File: config.mk
export PLATFORM = sky130hd
export DESIGN_NAME = ers_datapath
export DESIGN_NICKNAME = d
export VERILOG_FILES = /design/src/sv/ers_pkg.sv /design/src/sv/ers_datapath.sv
export SDC_FILE = /design/constraint.sdc
export NUM_CORES = 1
export LEC_CHECK = 0
export BUFFER_PORTS_ARGS = -buffer_cell sky130_fd_sc_hd__buf_2
export CAP_MARGIN = 20
export CORE_ASPECT_RATIO = 1.75
export CORE_UTILIZATION = 50
export DETAILED_ROUTE_END_ITERATION = 8
export PLACE_DENSITY = 0.72
export SYNTH_ARGS = -nofsm -noshare
export SYNTH_HDL_FRONTEND = slang
export SYNTH_SLANG_ARGS = --single-unit
File: constraint.sdc
create_clock -name clk -period 5.1 [get_ports clk]
set_clock_uncertainty 0.1 [all_clocks]
set_input_delay 0.255 -clock clk [delete_from_list [all_inputs] [get_ports clk]]
set_output_delay 0.255 -clock clk [all_outputs]
set_load 0.005 [all_outputs]
File: src/sv/ers_pkg.sv
// ers_pkg: shared types, constants and floor scan functions for the elevator
// request scheduler. No dependencies; every other file imports it.

package ers_pkg;

  // building size and field widths
  localparam int FLOORS  = 16;
  localparam int FLR_W   = 4;
  localparam int OP_W    = 3;
  localparam int CMD_W   = 3;
  localparam int QDEPTH  = 3;
  localparam int QCNT_W  = 2;

  typedef logic [FLOORS-1:0] req_vec_t;
  typedef logic [FLR_W-1:0]  floor_t;
  typedef logic [QCNT_W-1:0] qcnt_t;

  typedef enum logic [OP_W-1:0] {
    OP_ADVANCE  = 3'd0,
    OP_POSITION = 3'd1,
    OP_CABIN    = 3'd2,
    OP_HALL     = 3'd3,
    OP_DOOR     = 3'd4
  } op_t;

  typedef enum logic [CMD_W-1:0] {
    CMD_RESET     = 3'd0,
    CMD_CLOSE     = 3'd1,
    CMD_OPEN      = 3'd2,
    CMD_GO_UP     = 3'd3,
    CMD_GO_DOWN   = 3'd4,
    CMD_STOP      = 3'd5,
    CMD_LIGHT_ON  = 3'd6,
    CMD_LIGHT_OFF = 3'd7
  } cmd_t;

  typedef enum logic [2:0] {
    MODE_INITIAL = 3'd0,
    MODE_STOPPED = 3'd1,
    MODE_UP      = 3'd2,
    MODE_DOWN    = 3'd3,
    MODE_WAITING = 3'd4
  } mode_t;

  typedef enum logic [1:0] {
    DIR_NONE = 2'd0,
    DIR_UP   = 2'd1,
    DIR_DOWN = 2'd2
  } dir_t;

  // hall call direction codes
  localparam logic CALL_UP = 1'b0;

  typedef enum logic [2:0] {
    ST_IDLE,
    ST_EXEC,
    ST_PICK_MID,
    ST_DEPART,
    ST_PICK,
    ST_EMIT
  } ctl_state_t;

  typedef struct packed {
    logic found;
    floor_t idx;
  } scan_t;

  // controller to datapath
  typedef struct packed {
    logic latch;
    logic exec;
    logic pick;
    logic depart;
    logic emit;
  } ctl_cmd_t;

  // datapath to controller
  typedef struct packed {
    logic  is_adv;
    mode_t mode;
    logic  cnt_zero;
    logic  out_free;
    logic  emit_last;
  } dp_sts_t;

  function automatic logic floor_ok(input floor_t f);
    return (int'(f) < FLOORS);
  endfunction

  // encode a one-hot floor vector to its index
  function automatic floor_t onehot_idx(input req_vec_t oh);
    floor_t r;
    r = '0;
    for (int i = 0; i < FLOORS; i++) begin
      if (oh[i]) r = r | FLR_W'(i);
    end
    return r;
  endfunction

  // lowest set request at or above a floor
  function automatic scan_t scan_up(input req_vec_t mask, input floor_t from);
    req_vec_t m;
    req_vec_t oh;
    scan_t    r;
    for (int i = 0; i < FLOORS; i++) begin
      m[i] = mask[i] & (i >= int'(from));
    end
    oh      = m & (~m + req_vec_t'(1));
    r.found = |m;
    r.idx   = onehot_idx(oh);
    return r;
  endfunction

  // highest set request at or below a floor
  function automatic scan_t scan_down(input req_vec_t mask, input floor_t from);
    req_vec_t m;
    req_vec_t rev;
    req_vec_t oh;
    scan_t    r;
    for (int i = 0; i < FLOORS; i++) begin
      m[i] = mask[i] & (i <= int'(from));
    end
    for (int i = 0; i < FLOORS; i++) begin
      rev[i] = m[FLOORS-1-i];
    end
    oh      = rev & (~rev + req_vec_t'(1));
    r.found = |m;
    r.idx   = FLR_W'(FLOORS - 1 - int'(onehot_idx(oh)));
    return r;
  endfunction

endpackage

File: src/sv/ers_datapath.sv
// ers_datapath: request bits, car position, target, command queue and the
// output register of the scheduler; depends on ers_pkg

module ers_datapath import ers_pkg::*; (
  input  logic             clk,
  input  logic             rst_n,
  input  ctl_cmd_t         cmd,
  output dp_sts_t          sts,
  input  logic [OP_W-1:0]  in_operation,
  input  logic [FLR_W-1:0] in_floor,
  input  logic             in_call_direction,
  input  logic             out_ready,
  output logic             out_valid,
  output logic [CMD_W-1:0] out_command,
  output logic [FLR_W-1:0] out_command_floor,
  output logic             out_last
);

  // latched event item
  op_t    op_r;
  floor_t fl_r;
  logic   cdir_r;

  // scheduler state
  mode_t    mode_r, mode_nxt;
  floor_t   cur_r, cur_nxt;
  logic     tv_r, tv_nxt;
  floor_t   tf_r, tf_nxt;
  dir_t     dir_r, dir_nxt;
  req_vec_t up_r, up_nxt;
  req_vec_t dn_r, dn_nxt;

  // command queue
  cmd_t   q_cmd_r [QDEPTH];
  floor_t q_fl_r  [QDEPTH];
  qcnt_t  cnt_r, cnt_nxt;
  qcnt_t  rd_r, rd_nxt;

  // output register
  logic   out_valid_r, out_valid_nxt;
  cmd_t   out_cmd_r, out_cmd_nxt;
  floor_t out_fl_r, out_fl_nxt;
  logic   out_last_r, out_last_nxt;

  // pushes of this cycle
  logic [1:0] push_n;
  cmd_t       p0_cmd, p1_cmd;
  floor_t     p0_fl;

  // target choice
  logic   ch_tv;
  floor_t ch_tf;
  dir_t   ch_dir;
  scan_t  s_up_cur, s_dn_cur, s_sel_up, s_sel_dn, s_lo, s_hi;
  req_vec_t sel;
  logic signed [FLR_W+1:0] d_hi, d_lo;

  // event item latch
  always_ff @(posedge clk) begin
    if (cmd.latch) begin
      op_r   <= op_t'(in_operation);
      fl_r   <= in_floor;
      cdir_r <= in_call_direction;
    end
  end

  // next target for the current mode
  always_comb begin
    sel      = (dir_r == DIR_UP) ? up_r : dn_r;
    s_up_cur = scan_up(up_r, cur_r);
    s_dn_cur = scan_down(dn_r, cur_r);
    s_sel_up = scan_up(sel, cur_r);
    s_sel_dn = scan_down(sel, cur_r);
    s_lo     = scan_up(up_r, '0);
    s_hi     = scan_down(dn_r, FLR_W'(FLOORS - 1));
    d_hi     = $signed({2'b00, cur_r}) - $signed({2'b00, s_hi.idx});
    d_lo     = $signed({2'b00, s_lo.idx}) - $signed({2'b00, cur_r});
    ch_tv    = 1'b0;
    ch_tf    = '0;
    ch_dir   = dir_r;
    case (mode_r)
      MODE_INITIAL: begin
        ch_tv = 1'b1;
      end
      MODE_UP: begin
        if (dir_r != DIR_NONE) begin
          ch_tv = s_sel_up.found;
          ch_tf = s_sel_up.idx;
        end
      end
      MODE_DOWN: begin
        if (dir_r != DIR_NONE) begin
          ch_tv = s_sel_dn.found;
          ch_tf = s_sel_dn.idx;
        end
      end
      MODE_WAITING: begin
        if (dir_r == DIR_UP) begin
          ch_tv = s_up_cur.found;
          ch_tf = s_up_cur.idx;
        end else if (dir_r == DIR_DOWN) begin
          ch_tv = s_dn_cur.found;
          ch_tf = s_dn_cur.idx;
        end
      end
      MODE_STOPPED: begin
        // nearest-first between lowest up call and highest down call
        if (s_lo.found && s_hi.found) begin
          ch_tv = 1'b1;
          if (d_hi < d_lo) begin
            ch_tf  = s_hi.idx;
            ch_dir = DIR_DOWN;
          end else begin
            ch_tf  = s_lo.idx;
            ch_dir = DIR_UP;
          end
        end else if (s_hi.found) begin
          ch_tv  = 1'b1;
          ch_tf  = s_hi.idx;
          ch_dir = DIR_DOWN;
        end else if (s_lo.found) begin
          ch_tv  = 1'b1;
          ch_tf  = s_lo.idx;
          ch_dir = DIR_UP;
        end
      end
      default: begin
        ch_tv = 1'b0;
      end
    endcase
  end

  // state update for the step the controller asks for
  always_comb begin
    mode_nxt = mode_r;
    cur_nxt  = cur_r;
    tv_nxt   = tv_r;
    tf_nxt   = tf_r;
    dir_nxt  = dir_r;
    up_nxt   = up_r;
    dn_nxt   = dn_r;
    push_n   = 2'd0;
    p0_cmd   = CMD_RESET;
    p0_fl    = '0;
    p1_cmd   = CMD_RESET;

    if (cmd.exec) begin
      case (op_r)
        OP_ADVANCE: begin
          case (mode_r)
            MODE_INITIAL: begin
              up_nxt[0] = 1'b0;
              push_n    = 2'd1;
              p0_cmd    = CMD_RESET;
              mode_nxt  = MODE_STOPPED;
            end
            MODE_STOPPED: begin
              mode_nxt = mode_r;
            end
            MODE_UP, MODE_DOWN: begin
              if (tv_r && (cur_r == tf_r)) begin
                push_n         = 2'd2;
                p0_cmd         = CMD_STOP;
                p1_cmd         = CMD_LIGHT_OFF;
                up_nxt[tf_r]   = 1'b0;
                dn_nxt[tf_r]   = 1'b0;
                mode_nxt       = MODE_WAITING;
              end else if (!tv_r) begin
                mode_nxt = MODE_STOPPED;
              end
            end
            MODE_WAITING: begin
              push_n = 2'd1;
              p0_cmd = CMD_OPEN;
            end
            default: begin
              mode_nxt = MODE_STOPPED;
            end
          endcase
        end
        OP_POSITION: begin
          if (floor_ok(fl_r)) cur_nxt = fl_r;
        end
        OP_CABIN: begin
          if (floor_ok(fl_r) && (fl_r != cur_r)) begin
            if (cur_r < fl_r) up_nxt[fl_r] = 1'b1;
            else dn_nxt[fl_r] = 1'b1;
            push_n = 2'd1;
            p0_cmd = CMD_LIGHT_ON;
            p0_fl  = fl_r;
          end
        end
        OP_HALL: begin
          if (floor_ok(fl_r)) begin
            if (cdir_r == CALL_UP) up_nxt[fl_r] = 1'b1;
            else dn_nxt[fl_r] = 1'b1;
          end
        end
        default: begin
          // door reports and unknown codes change nothing here
          push_n = 2'd0;
        end
      endcase
    end

    if (cmd.pick) begin
      tv_nxt  = ch_tv;
      tf_nxt  = ch_tf;
      dir_nxt = ch_dir;
    end

    // leave towards the target, or settle as stopped
    if (cmd.depart) begin
      if (tv_r && (cur_r < tf_r)) begin
        push_n   = 2'd2;
        p0_cmd   = CMD_CLOSE;
        p1_cmd   = CMD_GO_UP;
        mode_nxt = MODE_UP;
      end else if (tv_r && (cur_r > tf_r)) begin
        push_n   = 2'd2;
        p0_cmd   = CMD_CLOSE;
        p1_cmd   = CMD_GO_DOWN;
        mode_nxt = MODE_DOWN;
      end else begin
        mode_nxt = MODE_STOPPED;
      end
    end
  end

  // light off carries the target floor
  floor_t p1_fl;
  assign p1_fl = (p1_cmd == CMD_LIGHT_OFF) ? tf_r : '0;

  always_ff @(posedge clk) begin
    if (!rst_n) begin
      mode_r <= MODE_INITIAL;
      cur_r  <= '0;
      tv_r   <= 1'b0;
      tf_r   <= '0;
      dir_r  <= DIR_NONE;
      up_r   <= '0;
      dn_r   <= '0;
    end else begin
      mode_r <= mode_nxt;
      cur_r  <= cur_nxt;
      tv_r   <= tv_nxt;
      tf_r   <= tf_nxt;
      dir_r  <= dir_nxt;
      up_r   <= up_nxt;
      dn_r   <= dn_nxt;
    end
  end

  // command queue writes, up to two entries a cycle
  always_ff @(posedge clk) begin
    for (int i = 0; i < QDEPTH; i++) begin
      if ((push_n != 2'd0) && (cnt_r == QCNT_W'(i))) begin
        q_cmd_r[i] <= p0_cmd;
        q_fl_r[i]  <= p0_fl;
      end
      if ((push_n == 2'd2) && (QCNT_W'(cnt_r + 1'b1) == QCNT_W'(i))) begin
        q_cmd_r[i] <= p1_cmd;
        q_fl_r[i]  <= p1_fl;
      end
    end
  end

  // queue pointers and output register
  always_comb begin
    cnt_nxt       = QCNT_W'(cnt_r + push_n);
    rd_nxt        = rd_r;
    out_valid_nxt = out_valid_r;
    out_cmd_nxt   = out_cmd_r;
    out_fl_nxt    = out_fl_r;
    out_last_nxt  = out_last_r;
    if (cmd.latch) begin
      cnt_nxt = '0;
      rd_nxt  = '0;
    end
    if (cmd.emit) begin
      out_valid_nxt = 1'b1;
      out_cmd_nxt   = q_cmd_r[rd_r];
      out_fl_nxt    = q_fl_r[rd_r];
      out_last_nxt  = sts.emit_last;
      rd_nxt        = QCNT_W'(rd_r + 1'b1);
    end else if (out_ready) begin
      out_valid_nxt = 1'b0;
    end
  end

  always_ff @(posedge clk) begin
    if (!rst_n) begin
      cnt_r       <= '0;
      rd_r        <= '0;
      out_valid_r <= 1'b0;
    end else begin
      cnt_r       <= cnt_nxt;
      rd_r        <= rd_nxt;
      out_valid_r <= out_valid_nxt;
    end
  end

  always_ff @(posedge clk) begin
    out_cmd_r  <= out_cmd_nxt;
    out_fl_r   <= out_fl_nxt;
    out_last_r <= out_last_nxt;
  end

  // status to the controller
  always_comb begin
    sts.is_adv    = (op_r == OP_ADVANCE);
    sts.mode      = mode_r;
    sts.cnt_zero  = (cnt_r == '0);
    sts.out_free  = !out_valid_r || out_ready;
    sts.emit_last = (QCNT_W'(rd_r + 1'b1) == cnt_r);
  end

  assign out_valid         = out_valid_r;
  assign out_command       = out_cmd_r;
  assign out_command_floor = out_fl_r;
  assign out_last          = out_last_r;

endmodule

==> results.yml <==
flow_run:
  cap_viol_max_count: 0
floorplan:
  ios: 32
  core_sq_um: 12900
  die-width_um: 89.2
  start_util_pct: 51.4
  die_area_sq_um: 13800
  rows: 55
  die_y_um: 155
setup_path:
  cp_max_fo: 8
  worst-endpoint-required_ns: 5.24
  path_buf_inv: 1
  crit_type: "flop to flop"
  max_stage_delay_ns: 0.45
  arrival_ns: 4.50
  slowest_stage: "o41ai_1"
  critPathCaptureType: "flop"
  cpLargestDelayFamily: "compound AO/OA/AOI/OAI gates"
  crit_chain: "nor4_1 -> nand3_1 -> o41ai_1 -> buf_4 -> ha_1 -> a21o_1 -> a21oi_1 -> xnor2_1 -> ha_1 -> nor2_1 -> nand2_1 -> a211o_1 -> o221ai_1 -> nor2b_1 -> o22ai_1 -> o311ai_1 -> o311ai_1"
  startpoint_type: "flop"
placement:
  placement.cell_area_sq_um: 6960
  gp_congestion: 1.03
  dp_hpwl_um: 21100
  io_buffers: 31
  place_ws_ns: 0.816
grt:
  grt_max_degree: 30
  first_global_vias: 6817
  antenna_found_initial: 0
  track_usage_pct: 41.0
  overflow: 0
  grt_pass1_wl_um: 40500
finish:
  antenna_cells: 0
  final_common_cell: "nand2_1"
  fin_area_sq_um: 7340
  areaGrowthSynthToFinish_pct: 10.3
  fillers: 1243
  num-nets-final: 886
  drive_above_1_share_pct: 10.7
  mostFrequentLayoutCells: "80 x nand2_1, 79 x nor2_1, 60 x o21ai_0, 53 x a21oi_1, 51 x dfxtp_1"
yosys:
  syn_inst: 824
  synth-seq-cells: 88
  avgSynthCellArea_sq_um: 8.07
  synth_flop_cell: "dfxtp_1"
  synth_top_area_share_pct: 16.7
  yosysSeqAreaShare_pct: 32.1
  synthArstFlopShare_pct: 0
  synth.area.top_cells: "edfxtp_1 17%, dfxtp_1 15%, mux2i_1 5.6%, nand2_1 4.5%, o21ai_0 4.5%"
  ys_types: 85
  synth_area_sq_um: 6650
  yosysTopAreaCell: "edfxtp_1"
  synth_edf_count: 37
  syn_nets: 863
  yosys_warnings: 0
routing:
  drt_wl_total_um: 27100
  vias: 6971
  post_drt_wl_per_cell_um: 26.5
  first_iter_violations: 549
  dr.pass1.iters: 7
  ant_nets: 0
  drc: 0
  vias_per_cell: 6.81
sta:
  drv_slew: 0
  tightest_slew_ns: 1.16
  fin_crit_sh_pct: 85.6
  hold_violations: 0
  rsz0062_at_grt: "no"
  finalSetupViolCount: 0
  finalCriticalPeriod_ns: 4.37
  fmax_mhz: 229
  setup-tns-final_ns: 0
  hold_ws_ns: 0.0548
  slew_headroom_pct: 21.7
  setup_ws_ns: 0.734
clock_network:
  clock-sinks: 88
  worst_skew_pair.late_latency_ns: 0.36
  cts_buffers: 9
  root_buffer: "clkbuf_16"
  htree_num_levels: 3
  path_clk_slew_ns: 0.08
  cts_setup_buffers: 0
  ctsLongestPathBuffers: 2
  cts_tree: "yes"
pwr:
  p_leak_nw: 2.70
  peakVddDrop_mv: 0.116
  power-per-cell-area_nw_per_um2: 225
status:
  outcome: "finished clean"
min_path:
  hold_class: "input port to flop"
[metal layers]
| layer | vias up | wire length [um] | global-route usage [%] |
|---|---|---|---|
| li1 | 3118 | - | - |
| met1 | 3326 | 8770 | 41.5 |
| met2 | 399 | 13800 | 69.5 |
| met3 | 128 | 1860 | 8.00 |
| met4 | 0 | 2650 | 35.1 |
| met5 | - | 0 | 0 |
[worst paths after layout]
| path | depth (start not counted) | slack [ns] | startpoint | end |
|---|---|---|---|---|
| worst min register to register | 2 | 0.41 | out_valid | out_valid |
| worst max-delay path | 17 | 0.73 | dn_r[8] | tf_r[2] |
| worst max register to register | 17 | 0.73 | dn_r[8] | tf_r[2] |
| worst min-delay path | 2 | 0.05 | cmd[1] | mode_r[2] |
[what timing repair did]
action,CTS,global route
hold buffers,8,0
gates resized for setup,0,0
endpoints found under the setup margin,0,0
endpoints found under the hold margin,8,0
[power breakdown]
group / internal (W) / leakage (nW) / total, W / switching [W]
logic: 0.0000709 / 1.78 / 0.000198 / 0.000127
registers: 0.000752 / 0.775 / 0.000780 / 0.0000279
clock network: 0.000347 / 0.149 / 0.000671 / 0.000323
total: 0.00117 / 2.70 / 0.00165 / 0.000479
[cells by family after synthesis]
logic type / share of synthesized area [%]
fa+ha+maj: 4.55
mux: 7.19
buf+inv: 4.97
flops: 32.1
xor+xnor: 1.05
compound gates: 27.3
simple gates: 22.9
[metrics by stage]
step           util [%]  power (W)  std cells
2_1_floorplan         -   0.000909        824
3_3_place_gp       53.8   0.000977        999
3_5_place_dp       53.8   0.000981        999
4_1_cts            56.7    0.00164       1023
5_1_grt            56.7    0.00170       1023
6_report           56.7    0.00165       1023
[flip-flops by register name (all words and copies together) (netlist names)]
signal and flops:
rd_r 2, dir_r 2, out_command_floor 4, tf_r 4, up_r 16, out_last 1, cnt_r 2, fl_r 4
out_valid 1, cur_r 4, tv_r 1, q_cmd_r 9, op_r 3, dn_r 16, mode_r 3, q_fl_r 12
cdir_r 1, out_command 3
[worst reg2reg max path: cells and delay by family, from the launching register on]
kind                       cells  cell delay (ns)
adders and majority gates      2             0.43
buffers and inverters          1             0.21
DFF                            1             0.42
and+or+nand+nor                5             1.25
AOI/OAI and AO/OA              8             1.73
xor gates and xnor gates       1             0.11
[Yosys cell counts (4+ instances only)]
master and n:
a21boi_0 8, clkbuf_1 30, o21ai_0 60, a32oi_1 4
xnor2_1 4, nand2_1 80, nor4_1 7, and2_1 12
a21o_1 7, a31oi_1 10, nor3_1 28, buf_1 4
o211ai_1 16, nor2b_1 13, mux2_2 4, o41ai_1 5
a211oi_1 7, nand4_1 6, edfxtp_1 37, dfxtp_1 51
o22ai_1 14, nand3b_1 4, inv_1 33, or3_1 5
nor2_1 79, o31ai_1 16, a22oi_1 6, ha_1 21
o32ai_1 4, nand2b_1 17, nor3b_1 4, mux2i_1 37
o21bai_1 4, buf_2 9, xor2_1 4, and3_1 5
o21ai_1 8, a21oi_1 53, nand3_1 32, o21a_1 8
[cell type report]
class	instances	area (sq um)	area share [%]
Clock buffer	9	225	3.07
Clock inverter	7	73.8	1.01
Inverter	33	124	1.69
Multi-Input combinational cell	657	4190	57.1
Sequential cell	88	2130	29.1
Tap cell	171	214	2.92
Timing Repair Buffer	58	378	5.15
Power figures use the tool's default switching activity.
