===== src/sv/ers_pkg.sv =====
// ers_pkg: shared types, constants and floor scan functions for the elevator
// request scheduler. No dependencies; every other file imports it.

package ers_pkg;

  // building size and field widths
  localparam int FLOORS  = 16;
  localparam int FLR_W   = 4;
  localparam int OP_W    = 3;
  localparam int CMD_W   = 3;
  localparam int QDEPTH  = 3;
  localparam int QCNT_W  = 2;

  typedef logic [FLOORS-1:0] req_vec_t;
  typedef logic [FLR_W-1:0]  floor_t;
  typedef logic [QCNT_W-1:0] qcnt_t;

  typedef enum logic [OP_W-1:0] {
    OP_ADVANCE  = 3'd0,
    OP_POSITION = 3'd1,
    OP_CABIN    = 3'd2,
    OP_HALL     = 3'd3,
    OP_DOOR     = 3'd4
  } op_t;

  typedef enum logic [CMD_W-1:0] {
    CMD_RESET     = 3'd0,
    CMD_CLOSE     = 3'd1,
    CMD_OPEN      = 3'd2,
    CMD_GO_UP     = 3'd3,
    CMD_GO_DOWN   = 3'd4,
    CMD_STOP      = 3'd5,
    CMD_LIGHT_ON  = 3'd6,
    CMD_LIGHT_OFF = 3'd7
  } cmd_t;

  typedef enum logic [2:0] {
    MODE_INITIAL = 3'd0,
    MODE_STOPPED = 3'd1,
    MODE_UP      = 3'd2,
    MODE_DOWN    = 3'd3,
    MODE_WAITING = 3'd4
  } mode_t;

  typedef enum logic [1:0] {
    DIR_NONE = 2'd0,
    DIR_UP   = 2'd1,
    DIR_DOWN = 2'd2
  } dir_t;

  // hall call direction codes
  localparam logic CALL_UP = 1'b0;

  typedef enum logic [2:0] {
    ST_IDLE,
    ST_EXEC,
    ST_PICK_MID,
    ST_DEPART,
    ST_PICK,
    ST_EMIT
  } ctl_state_t;

  typedef struct packed {
    logic found;
    floor_t idx;
  } scan_t;

  // controller to datapath
  typedef struct packed {
    logic latch;
    logic exec;
    logic pick;
    logic depart;
    logic emit;
  } ctl_cmd_t;

  // datapath to controller
  typedef struct packed {
    logic  is_adv;
    mode_t mode;
    logic  cnt_zero;
    logic  out_free;
    logic  emit_last;
  } dp_sts_t;

  function automatic logic floor_ok(input floor_t f);
    return (int'(f) < FLOORS);
  endfunction

  // encode a one-hot floor vector to its index
  function automatic floor_t onehot_idx(input req_vec_t oh);
    floor_t r;
    r = '0;
    for (int i = 0; i < FLOORS; i++) begin
      if (oh[i]) r = r | FLR_W'(i);
    end
    return r;
  endfunction

  // lowest set request at or above a floor
  function automatic scan_t scan_up(input req_vec_t mask, input floor_t from);
    req_vec_t m;
    req_vec_t oh;
    scan_t    r;
    for (int i = 0; i < FLOORS; i++) begin
      m[i] = mask[i] & (i >= int'(from));
    end
    oh      = m & (~m + req_vec_t'(1));
    r.found = |m;
    r.idx   = onehot_idx(oh);
    return r;
  endfunction

  // highest set request at or below a floor
  function automatic scan_t scan_down(input req_vec_t mask, input floor_t from);
    req_vec_t m;
    req_vec_t rev;
    req_vec_t oh;
    scan_t    r;
    for (int i = 0; i < FLOORS; i++) begin
      m[i] = mask[i] & (i <= int'(from));
    end
    for (int i = 0; i < FLOORS; i++) begin
      rev[i] = m[FLOORS-1-i];
    end
    oh      = rev & (~rev + req_vec_t'(1));
    r.found = |m;
    r.idx   = FLR_W'(FLOORS - 1 - int'(onehot_idx(oh)));
    return r;
  endfunction

endpackage


===== src/sv/ers_ctrl.sv =====
// ers_ctrl: sequencer that steps the datapath through update, target pick,
// departure and command output; depends on ers_pkg

module ers_ctrl import ers_pkg::*; (
  input  logic     clk,
  input  logic     rst_n,
  input  logic     in_valid,
  output logic     in_ready,
  input  dp_sts_t  sts,
  output ctl_cmd_t cmd
);

  ctl_state_t state_r, state_nxt;

  // state register
  always_ff @(posedge clk) begin
    if (!rst_n) begin
      state_r <= ST_IDLE;
    end else begin
      state_r <= state_nxt;
    end
  end

  // next state and datapath commands
  always_comb begin
    state_nxt = state_r;
    cmd       = '0;
    in_ready  = 1'b0;
    case (state_r)
      ST_IDLE: begin
        in_ready = 1'b1;
        if (in_valid) begin
          cmd.latch = 1'b1;
          state_nxt = ST_EXEC;
        end
      end
      ST_EXEC: begin
        cmd.exec = 1'b1;
        if (!sts.is_adv) begin
          state_nxt = ST_EMIT;
        end else if (sts.mode == MODE_STOPPED) begin
          state_nxt = ST_DEPART;
        end else if (sts.mode == MODE_WAITING) begin
          state_nxt = ST_PICK_MID;
        end else begin
          state_nxt = ST_PICK;
        end
      end
      ST_PICK_MID: begin
        cmd.pick  = 1'b1;
        state_nxt = ST_DEPART;
      end
      ST_DEPART: begin
        cmd.depart = 1'b1;
        state_nxt  = ST_PICK;
      end
      ST_PICK: begin
        cmd.pick  = 1'b1;
        state_nxt = ST_EMIT;
      end
      ST_EMIT: begin
        if (sts.cnt_zero) begin
          state_nxt = ST_IDLE;
        end else if (sts.out_free) begin
          cmd.emit = 1'b1;
          if (sts.emit_last) state_nxt = ST_IDLE;
        end
      end
      default: begin
        state_nxt = ST_IDLE;
      end
    endcase
  end

endmodule


===== config.mk =====
export PLATFORM = sky130hd
export DESIGN_NAME = ers_ctrl
export DESIGN_NICKNAME = d
export VERILOG_FILES = /design/src/sv/ers_pkg.sv /design/src/sv/ers_ctrl.sv
export SDC_FILE = /design/constraint.sdc
export NUM_CORES = 1
export LEC_CHECK = 0
export ABC_AREA = 1
export BUFFER_PORTS_ARGS = -buffer_cell sky130_fd_sc_hd__buf_2
export CAP_MARGIN = 40
export CORE_AREA = 8 8 45 47
export DETAILED_ROUTE_END_ITERATION = 10
export DIE_AREA = 0 0 53 55
export GPL_TIMING_DRIVEN = 0
export MAX_ROUTING_LAYER = met4
export SETUP_SLACK_MARGIN = 0.05
export SLEW_MARGIN = 0
export SYNTH_ARGS = -nofsm -noshare
export SYNTH_HDL_FRONTEND = slang
export SYNTH_SLANG_ARGS = --single-unit
export TNS_END_PERCENT = 10

===== constraint.sdc =====
create_clock -name clk -period 1.4 [get_ports clk]
set_input_delay 0.07 -clock clk [delete_from_list [all_inputs] [get_ports clk]]
set_output_delay 0.07 -clock clk [all_outputs]
set_load 0.02 [all_outputs]

==> flow_summary.toml, run 1 <==
[route]
wl_met2_um = 342
avgViaCountPerCell = 4.28
totalWireLength_um = 700
detail-route-antenna-nets = 0
wl_per_cell_um = 9.21
drtIter0Drc = 4
wl_met3_um = 78
dr.pass1.iters = 4
top_layer_used = "met4"
wl_met1_um = 275
num_vias = 325
drc = 0

[sta]
finalSetupViolations = 0
hold_viol = 0
fmax_mhz = 788
slew_headroom = 0.834
setup_ws_ns = 0.131
whs_ns = 0.118
rsz0062_at_grt = "true"
timing.setup.tns_ns = 0
fin_skew_ns = 0.00126
min_period_ns = 1.27
drv_slew = 0
post-route-period-util = 0.906
tightest_slew_ns = 0.248

[synthesis]
syn_inst = 41
yosys_most_used_dff = "dfxtp_1"
syn_area_per_cell_um2 = 5.86
ys_types = 16
synth_warnings = 0
syn_nets = 51
synth.top_cell.area_share = 0.250
synthTopCellsByArea = "dfxtp_1, nand2_1, nor2_1"
yosys-top-cells-count = "nand2_1, nor2_1, inv_1"
ys_ff_latch = 3
synth_edf_count = 0
ys_seq_area_frac = 0.250
synth_area_um2 = 240
synth.most_common_cell = "nand2_1"
yosysTopAreaCell = "dfxtp_1"
synth-async-reset-ratio = 0

[pwr]
ir_drop_v = 0.000262
sequentialPowerShare = 0.266
comb_power_share = 0.396
p_per_area_nw_per_um2 = 1210
leakagePower_uw = 0.000203
p_int_uw = 270
swShare = 0.390
p_switching_uw = 172
power_frac_clock = 0.337

[worst_setup_path]
slowest_stage = "dfxtp_1"
ff2ff_setup_slack_ns = 0.29
path_class = "reg -> out"
reg2reg_depth = 7
cp_cell_sequence = "inv_2, nor2_2, and3_1, buf_2"
reg2reg_to = "state_r[0]"
cp.arrival_ns = 1.20
slowest_delay_ns = 0.45
cp.required_ns = 1.33
endpoint_kind = "primary output"
start_kind = "register"
worstReg2RegStart = "state_r[2]"
crit_fanout = 6

[global_routing]
grt_pass1_wl_mm = 1.14
antenna_found_initial = 0
grt_max_degree = 7
overflow = 0
track_usage = 0.0585
grt_pass1_vias = 293

[worst_hold_path]
holdPathStages = 3
hold_end = "state_r[0]"
min_path_type = "in -> reg"
hold_start = "rst_n"

[cts]
cts_tree = "built"
cts.reportedPaths.clkPinSlew_ns = 0.04
clk_path_buf_depth = 2
ctsHoldBuffers = 0
cts_buffers = 3
h-tree-depth = 1
clock-root-buffer = "clkbuf_4"
cts_sinks = 3
clk_latency_ns = 0.23

[die]
core.rowCount = 14
start_util = 0.174
fp.coreArea_um2 = 1380
die_h_um = 55
io_pins = 16
die_area_um2 = 2920
chipWidth_um = 53

[cells_and_area]
multiInputGateArea_um2 = 160
nFillCells = 158
drive_above_1_share = 0.417
top_regs = "state_r (3)"
final_area_um2 = 364
largest_reg_flops = 3
top_register = "state_r"
nNetsFinal = 71
areaGrowthSynthToFinish_pct = 51.6
num_antenna_cells = 0
ff_latch_area_um2 = 60.1

[place]
io_buffers = 15
place_congestion = 0.733
pre_cts_ws_ns = 0.291
dpl_cell_area_um2 = 335
post-dp-hpwl_um = 574

[flow_run]
drv_cap = 0

[outcome]
outcome = "complete, no violations"
## final cells by class
cell class | count | share of cell area
timing repair buffer | 15 | 0.206
multi-input combinational | 32 | 0.440
inverter | 6 | 0.0619
tap | 16 | 0.0550
clock buffer | 4 | 0.0722
sequential | 3 | 0.165
## kinds of logic after synthesis
group,share of synthesized area
and+or+nand+nor,0.531
buffers and inverters,0.0937
AOI/OAI and AO/OA,0.125
DFF,0.250
## layer usage
layer  vias to the layer above  GRT usage
met5                         -          -
met4                         0     0.0517
met3                         2     0.0401
met2                        10     0.0918
met1                       143     0.0455
li1                        170          -
## worst max-delay path by stage
stage                from  slack [ns]          to
2_1_floorplan  state_r[2]        0.25  state_r[0]
3_3_place_gp   state_r[2]        0.29  state_r[0]
3_5_place_dp   state_r[2]        0.29  state_r[0]
4_1_cts        state_r[2]        0.12      cmd[0]
5_1_grt        state_r[2]        0.03      cmd[0]
6_report       state_r[2]        0.13      cmd[0]
## power groups by stage
stage                     clock [µW]  combinational (µW)  sequential (µW)
after global routing             171                 198              121
after global placement             0                 175              117
final                            149                 175              118
after detailed placement           0                 176              118
after floorplan                    0                 124              114
after CTS                        160                 177              117
## placed cells by master, fill, tap and decap left out
cell type   n
a21oi_1     2
a21oi_2     1
a31oi_1     1
and3_1      1
buf_2      15
clkbuf_1    1
clkbuf_4    3
dfxtp_1     3
inv_1       4
inv_2       2
nand2_1    11
nand3_1     3
nand3_2     1
nand3b_1    1
nor2_1      6
nor2_2      2
nor3_1      1
nor3_2      1
o21ai_0     1
## through the flow
step                power (µW)   util  instances
finish                     442  0.263         76
global route               489  0.263         76
CTS                        453  0.261         76
detailed placement         294  0.242         72
global placement           293  0.242         72
floorplan                  238      -         41
## critical path, delay by kind of cell, from the launching register on
| family | cells | cell delay [ns] |
|---|---|---|
| flops | 1 | 0.45 |
| simple gates | 2 | 0.27 |
| buf+inv | 2 | 0.26 |
## what timing repair did
action / 4_1_cts / 5_1_grt
gates resized for setup: 0 / 1
setup endpoints to repair: 0 / 3
setup buffers: 0 / 0
No activity file was read; power rests on OpenSTA's default activity.
==> run 2, diff against run 1 <==
Settings changed: ABC_AREA 1 to unset.
==> run 2 against run 1 <==
Against the previous run:
- non-clock buffer count increased by 2
- critical path depth unchanged
- largest power group unchanged
- synthesized cell count decreased by 22%
- worst setup slack got worse by 0.0026 ns
- fmax decreased by 0.20%
- synthesized area increased by 4.7%
- utilization increased by 2.2 points
- cell area increased by 8.2%
- clock power about the same
==> flow_summary.toml, run 2 <==
[cts]
h-tree-depth = 1
clock-root-buffer = "clkbuf_4"
cts.reportedPaths.clkPinSlew_ns = 0.04
clk_path_buf_depth = 2
cts_buffers = 3
postCtsSetupRepairBufs = 0
clk_latency_ns = 0.23
cts_tree = "built"
cts_sinks = 3

[pwr]
comb_power_share = 0.552
sequentialPowerShare = 0.226
swShare = 0.416
p_switching_uw = 281
p_per_area_nw_per_um2 = 1710
ir_drop_v = 0.000349
p_int_uw = 394
power_frac_clock = 0.222
power.total_uw = 675
leakagePower_uw = 0.000175

[worst_setup_path]
endpoint_kind = "primary output"
cp.arrival_ns = 1.20
path_class = "reg -> out"
start_kind = "register"
ff2ff_setup_slack_ns = 0.14
reg2reg_to = "state_r[0]"
cp.required_ns = 1.33
crit_fanout = 10
worstReg2RegStart = "state_r[1]"
startpoint = "state_r[0]"
critPathCapture = "cmd[0]"
reg2reg_depth = 4

[sta]
fin_skew_ns = 0.00109
post-route-period-util = 0.908
setup_ws_ns = 0.129
drv_slew = 0
rsz0062_at_grt = "false"
hold_viol = 0
fmax_mhz = 787
finalSetupViolations = 0
whs_ns = 0.138
timing.setup.tns_ns = 0
min_period_ns = 1.27
tightest_slew_ns = 0.239
slew_headroom = 0.840

[synthesis]
yosys-top-cells-count = "dfxtp_1, nand2_1, nor2_1"
synth-async-reset-ratio = 0
ys_types = 23
syn_inst = 32
synth_area_um2 = 251
ys_ff_latch = 3
yosysTopAreaCell = "dfxtp_1"
synthTopCellsByArea = "dfxtp_1, and3b_2, a21boi_0"
synth_edf_count = 0
ys_seq_area_frac = 0.239
yosys_most_used_dff = "dfxtp_1"
syn_nets = 42
synth.top_cell.area_share = 0.239
synth_warnings = 0
syn_area_per_cell_um2 = 7.86

[die]
chipWidth_um = 53
io_pins = 16
die_h_um = 55
core.rowCount = 14
die_area_um2 = 2920
fp.coreArea_um2 = 1380
start_util = 0.182

[global_routing]
grt_pass1_wl_mm = 1.17
overflow = 0
grt_max_degree = 11
antenna_found_initial = 0
grt_pass1_vias = 308
track_usage = 0.0579

[worst_hold_path]
min_path_type = "in -> reg"

[route]
totalWireLength_um = 734
avgViaCountPerCell = 4.49
dr.pass1.iters = 2
detail-route-antenna-nets = 0
num_vias = 301
drc = 0
wl_per_cell_um = 11.0
drtIter0Drc = 2

[cells_and_area]
most-common-layout-cells = "buf_2, nand2_1, nor2_1, clkbuf_4"
top_regs = "state_r (3)"
areaGrowthSynthToFinish_pct = 56.7
layout_commonest_cell = "buf_2"
drive_above_1_share = 0.490
utilization = 0.285
top_register = "state_r"
largest_reg_flops = 3
num_antenna_cells = 0
nNetsFinal = 62

[place]
pre_cts_ws_ns = 0.180
post-dp-hpwl_um = 569
place_congestion = 0.796
io_buffers = 15

[outcome]
outcome = "complete, no violations"

[flow_run]
drv_cap = 0
-- run 2: worst min path at each step --
stage                 from         end  slack [ns]  cells after the start
floorplan           sts[2]      cmd[0]        0.23                      1
global placement    sts[6]  state_r[1]        0.38                      3
detailed placement  sts[6]  state_r[1]        0.38                      3
CTS                 sts[6]  state_r[1]        0.13                      3
global route        sts[6]  state_r[1]        0.19                      3
finish              sts[6]  state_r[1]        0.14                      3
-- run 2: worst max-delay path, stage by stage (launching register included) --
cell,delay [ns]
dfxtp_2,0.33
buf_6,0.13
nand2_1,0.07
nor4b_2,0.24
buf_4,0.19
-- run 2: cell families (layout without fill, tap and decap cells) --
| logic type | count (synthesis) | after routing | share of synthesized area |
|---|---|---|---|
| simple gates | 19 | 19 | 0.448 |
| compound gates | 6 | 6 | 0.179 |
| flops | 3 | 3 | 0.239 |
| xor+xnor | 2 | 2 | 0.0697 |
| buf+inv | 2 | 21 | 0.0647 |
-- run 2: what timing repair did --
item	in CTS	in global routing
hold buffers	0	0
resized for setup	1	4
endpoints found under the hold margin	0	0
setup endpoints to repair	1	1
-- run 2: per-stage QoR --
step           instance area, µm²  cells
6_report                      394     67
5_1_grt                       394     67
4_1_cts                       380     67
3_5_place_dp                  352     63
3_3_place_gp                  352     63
2_1_floorplan                 256     32
-- run 2: layout make-up --
| cell class | instances | area (µm²) |
|---|---|---|
| repair buffers | 15 | 77.6 |
| well taps | 16 | 20.0 |
| clock buffers | 4 | 26.3 |
| fillers | 157 | 990 |
| multi-input cells | 27 | 186 |
| flip-flops and latches | 3 | 61.3 |
| plain buffers | 2 | 22.5 |
-- run 2: power by group through the flow --
stage / clock network, µW / logic [µW] / registers (µW)
after floorplan: 0 / 256 / 141
after global placement: 0 / 348 / 147
after detailed placement: 0 / 353 / 147
after CTS: 159 / 360 / 147
after global routing: 171 / 412 / 161
final: 150 / 372 / 153
-- run 2: per-layer routing --
layer,global-route usage,vias to the layer above,wire [µm],part of all wire
li1,-,154,-,-
met1,0.0455,144,257,0.35
met2,0.0938,3,454,0.62
met3,0.0187,0,21,0.029
met4,0.0776,0,0,0
met5,-,-,0,0
==> run 3, diff against run 2 <==
Settings changed: REMOVE_ABC_BUFFERS set to 1.
==> run 3 against run 2 <==
Against the previous run:
- via count down 6.0%
- highest routed layer unchanged
- cell area down 9.2%
- sequential cell count unchanged
- fmax up 3.6%
- worst setup slack better by 0.044 ns
- first-iteration DRC count rose to 2.5 times the previous value
- clock power about the same
- final cell count down 3.0%
==> flow_summary.toml, run 3 (synthesis results as in run 2) <==
[outcome]
outcome = "complete, no violations"

[global_routing]
grt_pass1_wl_mm = 1.14
antenna_found_initial = 0
overflow = 0
track_usage = 0.0540
grt_pass1_vias = 289
grt_max_degree = 13

[cts]
clk_path_buf_depth = 2
cts.reportedPaths.clkPinSlew_ns = 0.03
h-tree-depth = 1
cts_sinks = 3
cts_tree = "built"
ctsHoldBuffers = 0
cts_buffers = 3
clk_latency_ns = 0.23
clock-root-buffer = "clkbuf_4"
cts_resized = 1
postCtsSetupRepairBufs = 0

[sta]
slew_headroom = 0.796
hold_viol = 0
tightest_slew_ns = 0.306
fin_skew_ns = 0.00288
drv_slew = 0
fmax_mhz = 815
post-route-period-util = 0.876
finalSetupViolations = 0
timing.setup.tns_ns = 0
min_period_ns = 1.23
rsz0062_at_grt = "false"

[route]
dr.pass1.iters = 3
num_vias = 283
totalWireLength_um = 658
detail-route-antenna-nets = 0
drc = 0
wl_per_cell_um = 10.1
avgViaCountPerCell = 4.35
drtIter0Drc = 5

[cells_and_area]
nFillCells = 153
largest_reg_flops = 3
utilization = 0.259
num_antenna_cells = 0
areaGrowthSynthToFinish_pct = 42.3
nNetsFinal = 60
top_regs = "state_r (3)"
drive_above_1_share = 0.429
top_register = "state_r"
most-common-layout-cells = "buf_2, nand2_1, nor2_1, clkbuf_4"
layout_commonest_cell = "buf_2"

[worst_setup_path]
slowest_stage = "dfxtp_1"
cp.required_ns = 1.49
reg2reg_depth = 3
worstReg2RegStart = "state_r[1]"
start_kind = "register"
crit_fanout = 10
crit_buf_inv = 0
endpoint_kind = "register"
cp_cell_sequence = "or3_1, a31oi_1, o221ai_1"
path_class = "reg -> reg"
slowest_delay_ns = 0.39
ff2ff_setup_slack_ns = 0.17
reg2reg_to = "state_r[0]"
cp.arrival_ns = 1.32
cp_top_family = "flip-flops"

[die]
fp.coreArea_um2 = 1380
io_pins = 16
start_util = 0.182
die_h_um = 55
core.rowCount = 14
chipWidth_um = 53
die_area_um2 = 2920

[pwr]
p_per_area_nw_per_um2 = 1730
leakagePower_uw = 0.000161
ir_drop_v = 0.000374

[place]
place_congestion = 0.776
post-dp-hpwl_um = 534
io_buffers = 15

[worst_hold_path]
hold_end = "state_r[1]"
hold_start = "sts[6]"
holdPathStages = 3
min_path_type = "in -> reg"

[flow_run]
drv_cap = 0
## run 3: area by class of cell
type | count | area (µm²) | area share
clock buffer | 4 | 26.3 | 0.0734
multi-input combinational | 27 | 175 | 0.490
sequential | 3 | 61.3 | 0.171
tap | 16 | 20.0 | 0.0559
timing repair buffer | 15 | 75.1 | 0.210
## run 3: worst reg2reg max path, stage by stage (launching register included)
cell      delay [ns]
dfxtp_1         0.39
or3_1           0.40
a31oi_1         0.18
o221ai_1        0.13
## run 3: how the worst max path moves through the flow
stage	cells past startpoint	start	end	slack [ns]
final	3	state_r[1]	state_r[0]	0.17
after global routing	3	state_r[1]	cmd[4]	0.06
after CTS	3	state_r[0]	cmd[0]	0.16
after detailed placement	3	state_r[0]	state_r[0]	0.13
after global placement	3	state_r[0]	state_r[0]	0.15
after floorplan	2	state_r[0]	cmd[0]	0.07
## run 3: layer usage
metal | global-route usage | vias up | share of wire
met2 | 0.0664 | 12 | 0.39
li1 | - | 150 | -
met3 | 0.0214 | 0 | 0.13
met4 | 0.0517 | 0 | 0
met5 | - | - | 0
met1 | 0.0637 | 121 | 0.48
## run 3: per-stage QoR
stage	hold WS (ns)	instances	instance area (µm²)	power [µW]	setup slack, ns
after CTS	0.146	65	358	634	0.162
after global routing	0.161	65	358	680	0.0603
after detailed placement	0.390	61	330	472	0.133
after floorplan	0.226	30	235	371	0.0722
final	0.152	65	358	620	0.173
after global placement	0.388	61	330	469	0.146
## run 3: where the power goes
group	internal, µW	total, µW	switching [µW]	leakage [µW]
Sequential	119	183	64.8	0.0000249
Combinational	130	288	157	0.000122
Clock	107	149	42.1	0.0000150
Total	356	620	264	0.000161
